[src/sv/hpm_pkg.sv]
package hpm_pkg;

    // register indexes of the coefficient bank
    localparam logic [2:0] REG_ROW0_AB    = 3'd0;
    localparam logic [2:0] REG_ROW0C_ROW1A = 3'd1;
    localparam logic [2:0] REG_ROW1_BC    = 3'd2;
    localparam logic [2:0] REG_ROW2_AB    = 3'd3;
    localparam logic [2:0] REG_ROW2_C     = 3'd4;

    // quotient bits resolved by the divider pipe
    localparam int QUOT_BITS = 17;

    // per-beat control travelling alongside the divider data
    typedef struct packed {
        logic valid;
        logic zero;
        logic neg0;
        logic neg1;
        logic ovf0;
        logic ovf1;
    } hpm_meta_t;

endpackage

[src/sv/hpm_mac.sv]
module hpm_mac
    import hpm_pkg::*;
#(
    parameter int CB = 12
) (
    input  logic                  aclk,
    input  logic                  en,
    input  logic signed [31:0]    c_a,
    input  logic signed [31:0]    c_b,
    input  logic signed [31:0]    c_c,
    input  logic [CB-1:0]         y,
    input  logic [CB-1:0]         x,
    output logic signed [CB+34:0] sum
);

    localparam int PW = CB + 33;
    localparam int SW = CB + 35;

    logic signed [PW-1:0] prod_a_reg, prod_b_reg;
    logic signed [31:0]   c_c_reg;
    logic signed [SW-1:0] sum_reg, sum_next;

    // product stage
    always_ff @(posedge aclk) begin
        if (en) begin
            prod_a_reg <= c_a * $signed({1'b0, y});
            prod_b_reg <= c_b * $signed({1'b0, x});
            c_c_reg    <= c_c;
        end
    end

    // accumulate stage
    always_comb begin
        sum_next = SW'(prod_a_reg) + SW'(prod_b_reg) + SW'(c_c_reg);
    end

    always_ff @(posedge aclk) begin
        if (en) begin
            sum_reg <= sum_next;
        end
    end

    assign sum = sum_reg;

endmodule

[config.mk]
export PLATFORM = sky130hd
export DESIGN_NAME = hpm_mac
export DESIGN_NICKNAME = d
export VERILOG_FILES = /design/src/sv/hpm_pkg.sv /design/src/sv/hpm_mac.sv
export SDC_FILE = /design/constraint.sdc
export NUM_CORES = 2
export LEC_CHECK = 0
export ABC_CLOCK_PERIOD_IN_PS = 20800
export BUFFER_PORTS_ARGS = -buffer_cell sky130_fd_sc_hd__buf_4
export CAP_MARGIN = 20
export CORE_MARGIN = 1
export CORE_UTILIZATION = 50
export CTS_CLUSTER_DIAMETER = 30
export DETAILED_ROUTE_END_ITERATION = 8
export GPL_ROUTABILITY_DRIVEN = 0
export PLACE_DENSITY_LB_ADDON = 0.12
export SLEW_MARGIN = 20
export SYNTH_ARGS = -nofsm -noshare
export SYNTH_HDL_FRONTEND = slang
export SYNTH_SLANG_ARGS = --single-unit
[constraint.sdc]
create_clock -name aclk -period 20.8 [get_ports aclk]
set_input_delay 4.16 -clock aclk [delete_from_list [all_inputs] [get_ports aclk]]
set_output_delay 4.16 -clock aclk [all_outputs]
set_load 0.1 [all_outputs]
; Word-level counts from Yosys, hierarchy flattened
; Index checks and enable logic that the tools add are counted.
[classes]
n_addsub = 2
n_mul = 2
[ops]
columns = op, n
row1 = $mul A32 B13 Y45, 2
row2 = $add A46 B32 Y47, 1
row3 = $add A45 B45 Y46, 1
[word_totals]
ff_bits = 169
word_cells = 8

; Longest topological paths before layout
[logic_depth]
word_depth = 2
depth_mapped = 23

; Worst setup path before layout
; Ideal clock, no wire load.
[synth_path]
path_type = in2reg
startpoint = input c_b[24]
endpoint = register prod_b_reg[44], data pin
setup_ps = 260
arrival_ps = 9383
path_slack_ps = 11157
stages = 22
path_buffers = 2
path_cell_list = clkbuf_1 > and2_1 > fa_1 > inv_1 > fa_1 > inv_1 > fa_1 > fa_1 > inv_1 > fa_1 > inv_1 > ha_1 > buf_6 > a21o_1 > a21o_1 > a21o_1 > a2111oi_4 > a211oi_1 > or4_4 > a31o_1 > a21oi_2 > xnor2_1
[synth_via]
elab_chain_len = 1
[synth_lines]
columns = element, line_no
row1 = "start, declared", hpm_mac.sv:9  ; input logic signed [31:0] c_b,
row2 = $mul A32 B13 Y45, hpm_mac.sv:27  ; prod_b_reg <= c_b * $signed({1'b0, x});
row3 = "end signal, assigned", hpm_mac.sv:27
row4 = "end, declared", hpm_mac.sv:19  ; logic signed [PW-1:0] prod_a_reg, prod_b_reg;
; Every way passes these cells.
; A chain may end at the register's enable or synchronous reset.

; Worst setup path in the final report
[layout_path]
startpoint = input x[7]
endpoint = register prod_b_reg[41], data pin
[layout_via]
elab_chain_len = 1
[layout_lines]
columns = element, line_no
row1 = "start, declared", hpm_mac.sv:12  ; input logic [CB-1:0] x,
row2 = $mul A32 B13 Y45, hpm_mac.sv:27
; Every way passes these cells.

==> results.json <==
{
  "ys.flop_type": "edfxtp_1",
  "hpwlAfterDp_mm": 63.88,
  "antennaDiodeCount": 0,
  "clock_sinks": 169,
  "cpMostUsedCell": "fa_1",
  "start_util_pct": 50.84,
  "post-place-ws_ns": 10.44,
  "core_um2": 68950,
  "path_delay_family": "adder cells",
  "drt-initial-drc-count": 1503,
  "synthesis.area_um2": 35050,
  "crit_buf_inv": 4,
  "fin_nets": 4825,
  "crit_cells": 20,
  "synthMuxAreaShare_pct": 0,
  "syn_nets": 4794,
  "slew_headroom_pct": 31.26,
  "overflow": 0,
  "yosysWarnings": 0,
  "hp-class": "flip-flop to flip-flop",
  "synthTopCellsByArea": "fa_1 41%, edfxtp_1 14%, inv_1 9.4%",
  "h-tree-depth": 4,
  "final-hold-violation-count": 0,
  "die_h_um": 266.8,
  "cts_root_buf": "clkbuf_16",
  "fmax_ghz": 0.1005,
  "worst-slew-pin-transition_ns": 1.031,
  "min_period_ns": 9.952,
  "num-fill-cells": 6418,
  "cts_setup_buffers": 0,
  "max_stage_delay_ns": 0.65,
  "dieArea_um2": 71170,
  "largest_reg_flops": 47,
  "track_usage_pct": 23.41,
  "drive_gt1_share_pct": 5.732,
  "fin_skew_ns": 0.01052,
  "grt_pass1_wl_mm": 129.7,
  "synth-compound-area-share_pct": 7.275,
  "yosys.area_share.simple_pct": 14.13,
  "criticalPathCategory": "primary input to flip-flop",
  "ys_ff_latch": 169,
  "numCtsBuffers": 17,
  "clk_latency_ns": 0.44,
  "slowest_stage": "a2111oi_0",
  "synthAdderAreaFrac_pct": 49.91,
  "wire_per_inst_um": 16.66,
  "setup_tns_ns": 0,
  "synthXorXnorAreaFrac_pct": 3.073,
  "clock_path_buffers": 2,
  "min_path_cells": 2,
  "setup_violations": 0,
  "grt_max_degree": 92,
  "ys_types": 67,
  "portBuffers": 168,
  "path_cells": "buf_4 -> nand2_1 -> fa_1 -> inv_1 -> fa_1 -> fa_1 -> fa_1 -> inv_1 -> fa_1 -> inv_1 -> ha_1 -> a21o_1 -> a21o_1 -> a2111oi_0 -> o22ai_1 -> a31oi_1 -> o21ai_1 -> a41o_1 -> a21oi_1 -> xnor2_1",
  "avgViaCountPerCell": 5.173,
  "synth_edf_count": 169,
  "cts_tree": "done",
  "max_cap_violations": 0,
  "synthArstFlopShare_pct": 0,
  "dr_total_vias": 24220,
  "antenna_found_initial": 3,
  "dieWidth_um": 266.8,
  "postCtsHoldBufs": 0,
  "endpoint_kind": "flip-flop",
  "worst_ep_arrival_time_ns": 10.14,
  "status": "complete, no violations",
  "maxSlewViolCount": 0,
  "critPathLaunchType": "primary input",
  "period_share_pct": 47.84,
  "rr_worst_depth": 13,
  "synth_top_area_share_pct": 41.24,
  "num_io_pins": 169,
  "syn_area_per_cell_um2": 9.455,
  "dr.pass1.iters": 5,
  "synth_top_family_by_area": "adder cells",
  "rsz0062_at_grt": "false",
  "route.detailed.drc": 0,
  "postRouteAntennaNets": 0,
  "synth_top_cell_by_area": "fa_1",
  "grt_pass1_vias": 25230,
  "rows": 96,
  "worst_slack_ns": 10.85,
  "area_delta_synth_final_pct": 6.971,
  "syn_inst": 3707,
  "critical_path_required_ns": 20.99,
  "ys_seq_area_share_pct": 14.48,
  "path_clk_slew_ns": 0.07,
  "worst-path-max-fanout": 32,
  "ctsResizeCount": 0,
  "wirelength_mm": 77.99
}
## cells in the final DEF, fill, tap and decap left out, types with 4 or more instances in the layout
master	instances
xnor2_1	91
nand2_1	508
o2111ai_1	5
ha_1	243
or3_1	7
o31ai_1	6
o21ai_0	59
nor2b_1	12
buf_4	168
nand3_1	19
xor2_1	32
nor3_1	7
a211oi_1	17
inv_6	5
and3_1	15
inv_1	880
o21bai_1	12
o211ai_1	10
o21a_1	21
clkbuf_16	17
a31o_2	4
edfxtp_1	169
nor2_1	68
a221oi_1	5
and2_1	342
a21boi_0	7
a21o_1	70
a21oi_1	117
o21ai_1	4
fa_1	722
nand4_1	18
a31oi_1	12
nand2b_1	16
## path summary, 6_finish.rpt
kind / startpoint / to / slack (ns)
setup reg to reg: prod_b_reg[1] / sum[45] / 16.39
setup / recovery: x[7] / prod_b_reg[41] / 10.85
hold / removal: c_c_reg[1] / sum[1] / 0.75
hold reg to reg: c_c_reg[1] / sum[1] / 0.75
## cells by family (layout without fill, tap and decap cells)
group	after synthesis	in the layout
adders and majority gates	965	965
xor gates and xnor gates	123	123
DFF	169	169
and+or+nand+nor	1025	1025
AOI/OAI and AO/OA	388	388
buffers and inverters	1037	1081
## metal layers
| metal | up-vias | share of wire [%] | global-route usage [%] |
|---|---|---|---|
| met5 | - | 0 | 0 |
| met4 | 0 | 2.9 | 6.772 |
| met3 | 112 | 4.1 | 2.306 |
| met2 | 517 | 51 | 41.02 |
| met1 | 12350 | 42 | 30.77 |
| li1 | 11240 | - | - |
## layout make-up
| cell class | instances | area (µm²) | share of cell area [%] |
|---|---|---|---|
| tap | 931 | 1165 | 3.107 |
| clock inverter | 15 | 178.9 | 0.4772 |
| multi-input combinational | 2501 | 26080 | 69.54 |
| sequential | 169 | 5075 | 13.53 |
| timing repair buffer | 169 | 1272 | 3.394 |
| clock buffer | 17 | 425.4 | 1.135 |
| inverter | 880 | 3303 | 8.810 |
## synthesized netlist by cell type (3+ instances only)
library cell    n
a21boi_0        7
o31a_1          3
a41oi_1         3
a211oi_1       17
and2_1        342
o31ai_1         6
or2_2           3
or3_1           7
o21a_1         21
o2111ai_1       5
and3_1         15
o21bai_1       12
nand2_1       508
a211o_1         3
nor2b_1        12
fa_1          722
o21ai_1         4
nand3_1        19
clkbuf_1      155
ha_1          243
edfxtp_1      169
o211ai_1       10
a21o_1         70
a31oi_1        12
o21ai_0        59
a221oi_1        5
inv_1         880
nand4_1        18
nor3_1          7
xnor2_1        91
nor2_1         68
nand2b_1       16
a31o_2          4
a21oi_1       117
nor4_1          3
xor2_1         32
## worst min-delay path: stages (launching register included)
cell	delay (ns)
edfxtp_1	0.36
fa_1	0.17
ha_1	0.12
## per-stage QoR
step	hold WS, ns	cells	utilization, %	cell area, µm²
after floorplan	0.6803	3707	-	35050
after global placement	0.7406	4650	53.51	36890
after detailed placement	0.7262	4650	53.51	36890
after CTS	0.7610	4682	54.38	37490
after global routing	0.7896	4682	54.38	37490
final	0.7494	4682	54.38	37490
Power is left out: the tool's default activity adds up to more than one toggle a clock period on the data nets, which glitch-free logic cannot reach.
