## src/sv/hpm_pkg.sv

```systemverilog
package hpm_pkg;

    // register indexes of the coefficient bank
    localparam logic [2:0] REG_ROW0_AB    = 3'd0;
    localparam logic [2:0] REG_ROW0C_ROW1A = 3'd1;
    localparam logic [2:0] REG_ROW1_BC    = 3'd2;
    localparam logic [2:0] REG_ROW2_AB    = 3'd3;
    localparam logic [2:0] REG_ROW2_C     = 3'd4;

    // quotient bits resolved by the divider pipe
    localparam int QUOT_BITS = 17;

    // per-beat control travelling alongside the divider data
    typedef struct packed {
        logic valid;
        logic zero;
        logic neg0;
        logic neg1;
        logic ovf0;
        logic ovf1;
    } hpm_meta_t;

endpackage

```

## src/sv/hpm_div_step.sv

```systemverilog
module hpm_div_step
    import hpm_pkg::*;
#(
    parameter int W   = 65,
    parameter int BIT = 0
) (
    input  logic                 aclk,
    input  logic                 en,
    input  logic [W-1:0]         d_in,
    input  logic [W-1:0]         r_in,
    input  logic [QUOT_BITS-1:0] q_in,
    output logic [W-1:0]         d_out,
    output logic [W-1:0]         r_out,
    output logic [QUOT_BITS-1:0] q_out
);

    logic [W-1:0]         trial;
    logic                 ge;
    logic [W-1:0]         d_reg, r_reg, r_next;
    logic [QUOT_BITS-1:0] q_reg, q_next;

    // one restoring step: subtract the shifted divisor when it fits
    always_comb begin
        trial     = d_in << BIT;
        ge        = (r_in >= trial);
        r_next    = ge ? (r_in - trial) : r_in;
        q_next    = q_in;
        q_next[BIT] = ge;
    end

    always_ff @(posedge aclk) begin
        if (en) begin
            d_reg <= d_in;
            r_reg <= r_next;
            q_reg <= q_next;
        end
    end

    assign d_out = d_reg;
    assign r_out = r_reg;
    assign q_out = q_reg;

endmodule

```

## config.mk

```make
export PLATFORM = sky130hd
export DESIGN_NAME = hpm_div_step
export DESIGN_NICKNAME = d
export VERILOG_FILES = /design/src/sv/hpm_pkg.sv /design/src/sv/hpm_div_step.sv
export SDC_FILE = /design/constraint.sdc
export NUM_CORES = 1
export LEC_CHECK = 0
export BUFFER_PORTS_ARGS = -buffer_cell sky130_fd_sc_hd__buf_2
export CORE_MARGIN = 4
export CORE_UTILIZATION = 47
export DETAILED_ROUTE_END_ITERATION = 7
export GPL_ROUTABILITY_DRIVEN = 0
export GPL_TIMING_DRIVEN = 0
export MAX_ROUTING_LAYER = met4
export PLACE_DENSITY_LB_ADDON = 0.3
export SLEW_MARGIN = 20
export SYNTH_ARGS = -nofsm -noshare
export SYNTH_HDL_FRONTEND = slang
export SYNTH_SLANG_ARGS = --single-unit
export TNS_END_PERCENT = 30
```

## constraint.sdc

```tcl
create_clock -name aclk -period 3.3 [get_ports aclk]
set_input_delay 0.33 -clock aclk [delete_from_list [all_inputs] [get_ports aclk]]
set_output_delay 0.33 -clock aclk [all_outputs]
set_load 0.01 [all_outputs]
```

# Yosys cells after proc, flatten, opt, wreduce, memory -nomap -nowiden
# Cells that the tools add are included.
[totals]
out_inout_bits = 147
latchBits = 0
ramBits = 0
mem_count = 0
register_bits = 147
rom_bits = 0
wordCells = 6
inputBits = 149
[op_classes]
n_eq_ne = 0
n_div = 0
n_reduce_logical = 0
n_mux = 1
n_bitwise = 0
n_shift = 0
n_mul = 0
add_sub_neg = 1
order_cmp = 1
[op_table]
columns = ["cell", "count"]
rows = [
  ["$ge 65x65->1", 1],
  ["$mux 65", 1],
  ["$sub 65x65->65", 1],
]

# Depth between registers and ports, before layout
# Gate-level depths: netlist of run 1.
[logic_depth]
ltp_word = 2
depth_mapped = 16
ltp_nobuf = 14

# Least setup slack after synthesis of run 1
# No wires, ideal clock.
[synth_timing]
path_type = "input -> register"
startpoint = "input port d_in[24]"
endpoint = "register r_reg[63] (netlist: r_out[63]), data pin"
path_buffers = 1
slack_ps = 88
t_arrival_ps = 2957
path_stages = 14
cell_sequence = "inv_1 -> ha_1 -> buf_6 -> a21oi_4 -> nor2_2 -> a211oi_4 -> a211oi_1 -> and3_4 -> a2111oi_4 -> a211oi_2 -> o2111ai_2 -> a21oi_1 -> or4_1 -> a31o_1"
[synth_via]
elab_chain_len = 2
[synth_lines]
columns = ["element", "line", "text"]
rows = [
  ["start: declaration", "hpm_div_step.sv:9", "input logic [W-1:0] d_in,"],
  ["$sub 65x65->65 or $ge 65x65->1 (tied branches)", "hpm_div_step.sv:26, hpm_div_step.sv:25", ""],
  ["$mux 65 (*)", "hpm_div_step.sv:26", "r_next = ge ? (r_in - trial) : r_in;"],
  ["named net r_next[63]", "hpm_div_step.sv:19", "logic [W-1:0] d_reg, r_reg, r_next;"],
  ["end signal: assignment", "hpm_div_step.sv:34", "r_reg <= r_next;"],
  ["end: declaration", "hpm_div_step.sv:19", ""],
]
# The timed path passes the listed nets; every way through them passes the cells marked *.
# A chain may end at the register's enable or synchronous reset.

# Final worst setup path of run 1
[layout_timing]
startpoint = "input port d_in[2]"
endpoint = "register r_reg[61] (netlist: r_out[61]), data pin"
# The elaborated chain is that of the path after synthesis.

==> metrics.md, run 1 <==
| Metric | Value |
|---|---|
| Pin count of the biggest net entering global routing | a little under 80 |
| Maximum vdd ir drop | about 360 uV |
| Share of cells above drive strength 1 | roughly 32% |
| # rows | 50 |
| Final Max Slew Viols | 0 |
| Total gr overflow | 0 |
| Drt via density | 5.384 |
| Htree depth | 4 |
| Mapped Cells | roughly 900 |
| Synth top area cells | edfxtp_1 48%, ha_1 8.8%, a21oi_1 6.3%, nor2_1 3.7%, inv_1 3.5% |
| # fillers | around 1,600 |
| Initial antenna violation count | 6 |
| Post-synthesis register bit count | 147 |
| Syn avg cell area | 10.10 um^2 |
| Worst-Margin Slew | 0.7290 ns |
| Detail Route Antenna Nets | 0 |
| Leak | 0.005358 uW |
| Critical Path AT | 3.40 ns |
| Period utilization | 97.82% |
| Required time of the critical path | 3.47 ns |
| Die width | 148.1 um |
| Max Cap Viol | 0 |
| Layout overhead on the synthesized area | 29.53% |
| Total wire length | 25,720 um |
| Pre-antenna DRT Iters | 5 |
| Post-route cell area | around 12,000 um^2 |
| Num CTS Buffers | 17 |
| Total power | 5946 uW |
| Vias | 8,109 |
| Yosys warns | 0 |
| Net Count, Synth | 1,128 |
| # hold bufs at CTS | 0 |
| Synth cell count leaders | 147 x edfxtp_1, 117 x a21oi_1, 90 x nor2_1 |
| Hold Fails Final Rpt | 0 |
| Top FF cell, synth | edfxtp_1 |
| CTS tree | built |
| Synth top area share | 47.85% |
| Endpoint class of the critical path | register |
| Worst Path Max Fanout | 5 |
| Layout Nets | between 1,000 and 1,500 |
| RSZ-0062 raised after global routing | true |
| Iter 0 DRT Violations | between 500 and 600 |
| Setup Crit Path Kind | input pin to register |
| Setup crit start | d_in[2] |
| Most frequent cell after synthesis | edfxtp_1 |
| EDFF count, synth | 147 |
| Post-route minimum period | 3.228 ns |
| Final setup viols | 0 |
| Post-route DRC violation count | 0 |
| Async set-reset flop share out of synthesis | 0% |
| CP Launch Type | input pin |
| Core ar. | 19,020 um^2 |
| Total track usage | 23.36% |
| Post-Synthesis Cell Area | slightly above 9000 um^2 |
| Outcome | completed |
| HPWL after detailed placement | ~20,000 um |
| WL per Instance | approximately 17 um |
| Distinct cells, synth | 68 |
| Slew HR | 50.76% |
| CP endpoint | r_out[61] |
| PwrDens | 497.6 nW/um^2 |
| Vias in the first global route | about 7,700 |
| Worst-path clk slew | 0.07 ns |
| Seq/Total Area, Yosys | 47.85% |
| Placed instance count | 1,468 |
| Sinks on Clock Net | 147 |
| Worst min path class | input pin to register |
| Finished Layout Cells | 1,506 |
| IO Port Bufs | 294 |
| Die Span Y | between 100 and 150 um |
| Clk buf depth | 2 |
| Clock root buffer | clkbuf_16 |
| Placed instance area | 11,060 um^2 |
| Global-route wire length before repair | 39,430 um |
| Starting Density | 48.51% |
| Ports | 296 |
| Die Footprint | 21,930 um^2 |
| Fmax | 0.3098 GHz |
| Synth area leader | edfxtp_1 |
[power breakdown]
part | internal, uW | switching (uW) | leakage, uW | total, uW
Combinational | 639 | 928 | 0.00362 | 1570
Sequential | 2300 | 42.7 | 0.00144 | 2350
Clock | 1150 | 883 | 0.000294 | 2030
Total | 4090 | 1850 | 0.00536 | 5950
[flip-flops by register name, summed over array words and instances, names as in the netlist]
register,cells
r_out,65
q_out,17
d_out,65
[final cells by class]
class                   count  area, um^2  share of cell area (%)
flip-flops and latches    147        4414                   36.94
well taps                 260       325.3                   2.723
inverters                  86       322.8                   2.702
multi-input cells         642        4499                   37.65
clock buffers              17       425.4                   3.560
clock inverters            15       186.4                   1.560
plain buffers              29       183.9                   1.539
repair buffers            304        1577                   13.19
diodes                      6       15.01                  0.1257
[layer usage]
layer / wire (um) / share of wire, % / global-route usage (%)
met5: 0 / 0 / -
met4: 514 / 2.0 / 6.836
met3: 2317 / 9.0 / 5.606
met2: 11900 / 46 / 36.01
met1: 10990 / 43 / 31.00
[critical path: stages]
cell	delay, ns
buf_2	0.08
inv_1	0.04
ha_1	0.37
nand3b_1	0.18
a2111oi_4	0.36
nor2_2	0.14
o211ai_1	0.33
a21o_1	0.24
buf_4	0.13
a21o_1	0.13
a21oi_1	0.14
o31a_1	0.35
o21bai_1	0.20
xor2_1	0.09
mux2_1	0.29
[cells by family after synthesis]
| logic type | Yosys count | synth area share (%) |
|---|---|---|
| AO/OA/AOI/OAI | 266 | 18.32 |
| AND/OR/NAND/NOR | 233 | 11.70 |
| multiplexers | 19 | 2.306 |
| XOR/XNOR | 58 | 5.507 |
| adder cells (fa/ha/maj) | 66 | 9.033 |
| buffers and inverters | 124 | 5.276 |
| flip-flops | 147 | 47.85 |
[placed cells by master, fill, tap and decap left out, types with 4 or more instances in the layout]
cell type and n:
mux2_1 16, clkbuf_4 4, nor2b_1 7, a211oi_1 4, inv_6 6, buf_2 295
o21ai_1 7, a21o_1 29, inv_1 86, and2_1 5, a21oi_1 110, a21oi_2 9
diode_2 6, xor2_1 27, o21bai_1 13, nand4_1 21, xnor2_1 31, o21a_1 6
o21ai_0 33, o31a_1 4, a31oi_1 7, buf_4 10, edfxtp_1 147, nor2_1 90
nand3_1 16, o211ai_1 4, ha_1 64, and3_1 7, nor3_1 8, clkbuf_1 14
nand2_1 54, clkbuf_16 17
[how the worst min path moves through the flow]
stage	start	end	depth (start not counted)
4_1_cts	q_in[5]	q_out[5]	1
2_1_floorplan	d_in[0]	d_out[0]	0
3_3_place_gp	q_in[12]	q_out[12]	1
5_1_grt	q_in[7]	q_out[7]	1
3_5_place_dp	q_in[7]	q_out[7]	1
6_report	q_in[14]	q_out[14]	1
[through the flow]
stage / worst slack, ns / util (%) / hold slack, ns / setup TNS [ns]
after floorplan: 0.08807 / - / 0.4289 / 0
after global placement: -1.294 / 57.95 / 0.5066 / -71.62
after detailed placement: -1.409 / 58.15 / 0.5083 / -77.42
after CTS: -0.06684 / 61.80 / 0.06116 / -0.1121
after global routing: -0.05840 / 62.83 / 0.05382 / -0.2093
final: 0.07187 / 62.83 / 0.07254 / 0
[timing repair]
item / 4_1_cts / 5_1_grt
resized for setup: 19 / 40
setup endpoints to repair: 66 / 65
setup buffers: 0 / 9
pin swaps: 2 / 15
cloned: 0 / 0
Note: power is estimated with default switching activity, not from simulation.
==> run 2: changes to the inputs <==
- ABC_AREA: default -> 1
- BUFFER_PORTS_ARGS: -buffer_cell sky130_fd_sc_hd__buf_2 -> -buffer_cell sky130_fd_sc_hd__buf_4
- CORE_UTILIZATION: 47 -> 49
==> metrics.md, run 2 <==
| Metric | Value |
|---|---|
| Maximum vdd ir drop | 338.0 uV |
| Die width | 161.5 um |
| Seq/Total Area, Yosys | approximately two fifths |
| Synth top area share | around two fifths |
| Num CTS Buffers | 17 |
| Layout overhead on the synthesized area | 27.70% |
| Vias | 11,921 |
| Commonest non-fill, non-tap cell in the layout | nand2_1 |
| Most frequent cells in the layout | 793 x nand2_1, 395 x inv_1, 293 x buf_4 |
| Total track usage | between 20% and 30% |
| Vias in the first global route | 11,121 |
| Setup Crit Path Kind | input pin to register |
| Mapped Cells | 1,746 |
| Global-route wire length before repair | 55,670 um |
| Max Cap Viol | 0 |
| CTS resizes | 0 |
| # hold bufs at CTS | 0 |
| Die Footprint | 26,090 um^2 |
| Clk buf depth | 2 |
| Async set-reset flop share out of synthesis | 0% |
| Ports | ~300 |
| Final Max Slew Viols | 0 |
| Layout Nets | 2,275 |
| Core ar. | 22,920 um^2 |
| Hold Fails Final Rpt | 0 |
| Worst min path class | input pin to register |
| Die Span Y | 161.5 um |
| Post-synthesis register bit count | around 150 |
| Slew HR | 64.87% |
| RSZ-0062 raised after global routing | false |
| Fmax | 0.3977 GHz |
| Required time of the critical path | ~3.6 ns |
| CP Launch Type | input pin |
| Most frequent cell after synthesis | nand2_1 |
| Pin count of the biggest net entering global routing | between 80 and 90 |
| Synth area leader | edfxtp_1 |
| Detail Route Antenna Nets | 0 |
| Leak | 0.008459 uW |
| Sinks on Clock Net | 147 |
| Htree depth | 4 |
| # fillers | between 2,000 and 2,500 |
| Failing checks | design-rule violations |
| # rows | 55 |
| Post-route DRC violation count | 5 |
| Worst-path clk slew | 0.07 ns |
| Share of cells above drive strength 1 | 17.95% |
| Starting Density | 50.39% |
| EDFF count, synth | 147 |
| Net Count, Synth | roughly 2,000 |
| CTS tree | built |
| Clock root buffer | clkbuf_16 |
| Initial antenna violation count | 0 |
| HPWL after detailed placement | 29,450 um |
| Number of setup buffers added after CTS | 0 |
| Post-Synthesis Cell Area | roughly 12,000 um^2 |
| Final setup viols | 0 |
| Worst-Margin Slew | 0.5269 ns |
| Outcome | finished, violations left |
| Final setup TNS | 0 ns |
| Period utilization | 76.19% |
| Placed instance area | 14,180 um^2 |
| Synth top area cells | edfxtp_1 38%, nand2_1 26%, inv_1 13%, ha_1 7.0%, nand3_1 3.5% |
| Endpoint class of the critical path | register |
| Syn avg cell area | 6.614 um^2 |
| Worst Path Max Fanout | 10 |
| Iter 0 DRT Violations | about 1,500 |
| IO Port Bufs | 294 |
| Final core utilization | around 64% |
| Yosys warns | 0 |
| Top FF cell, synth | edfxtp_1 |
| Drt via density | between 4 and 5 |
| Synth cell count leaders | 793 x nand2_1, 395 x inv_1, 147 x edfxtp_1 |
| PwrDens | 423.8 nW/um^2 |
| Critical Path AT | 2.80 ns |
| Post-route minimum period | between 2 and 3 ns |
| Total wire length | 36,070 um |
| WL per Instance | between 15 and 20 um |
| Distinct cells, synth | 26 |
| Pre-antenna DRT Iters | 8 |
| Post-route cell area | ~15,000 um^2 |
| Total gr overflow | 0 |
| Diode count | 0 |
run 2: critical path: stages:
cell     delay [ns]
buf_4          0.09
inv_1          0.04
ha_1           0.35
nand2_2        0.14
inv_2          0.03
nand2_1        0.05
nand2_1        0.14
inv_2          0.09
nand3_2        0.16
nand2_1        0.12
nand2_2        0.09
nand2_1        0.09
nand2_1        0.09
nand2_1        0.13
nand2_4        0.09
inv_2          0.27
buf_2          0.30
nand2_1        0.07
nand2_1        0.12
run 2: metal layers:
metal | wire length, um | vias to the layer above | GRT usage [%]
met3 | 4056 | 107 | 6.226
met4 | 1236 | 0 | 8.879
li1 | - | 5913 | -
met2 | 16050 | 674 | 43.56
met1 | 14720 | 5227 | 35.46
met5 | 0 | - | -
run 2: layout make-up:
type | count | area (um^2) | share of cell area [%]
sequential | 147 | 4414 | 29.94
multi-input combinational | 1183 | 5529 | 37.50
tap | 313 | 391.6 | 2.656
clock inverter | 15 | 138.9 | 0.9419
timing repair buffer | 295 | 2242 | 15.21
inverter | 403 | 1513 | 10.26
buffer | 13 | 91.34 | 0.6194
clock buffer | 17 | 425.4 | 2.885
run 2: power breakdown:
part | switching (uW) | internal [uW]
Combinational | 1200 | 768
Clock | 922 | 996
Sequential | 52.3 | 2310
run 2: final timing paths:
| kind | to | slack [ns] | from | depth (start not counted) |
|---|---|---|---|---|
| worst max-delay path | r_out[35] | 0.79 | d_in[7] | 19 |
| worst min-delay path | q_out[11] | 0.06 | q_in[11] | 1 |
run 2: kinds of logic (layout without fill, tap and decap cells):
kind of cell	Yosys count	in the layout	synth area share [%]
compound gates	52	52	2.254
xor+xnor	30	30	2.275
simple gates	1035	1035	36.14
flops	147	147	38.23
fa+ha+maj	66	66	7.216
buf+inv	416	743	13.89
run 2: metrics by stage:
step,std cells,total power (uW),hold WS [ns],setup slack [ns]
4_1_cts,2386,6243,0.05206,0.8651
6_report,2386,6250,0.05962,0.7856
3_5_place_dp,2354,4329,0.5093,0.4294
2_1_floorplan,1746,3495,0.4289,1.182
3_3_place_gp,2353,4288,0.5080,0.4596
5_1_grt,2386,6576,0.04360,0.6548
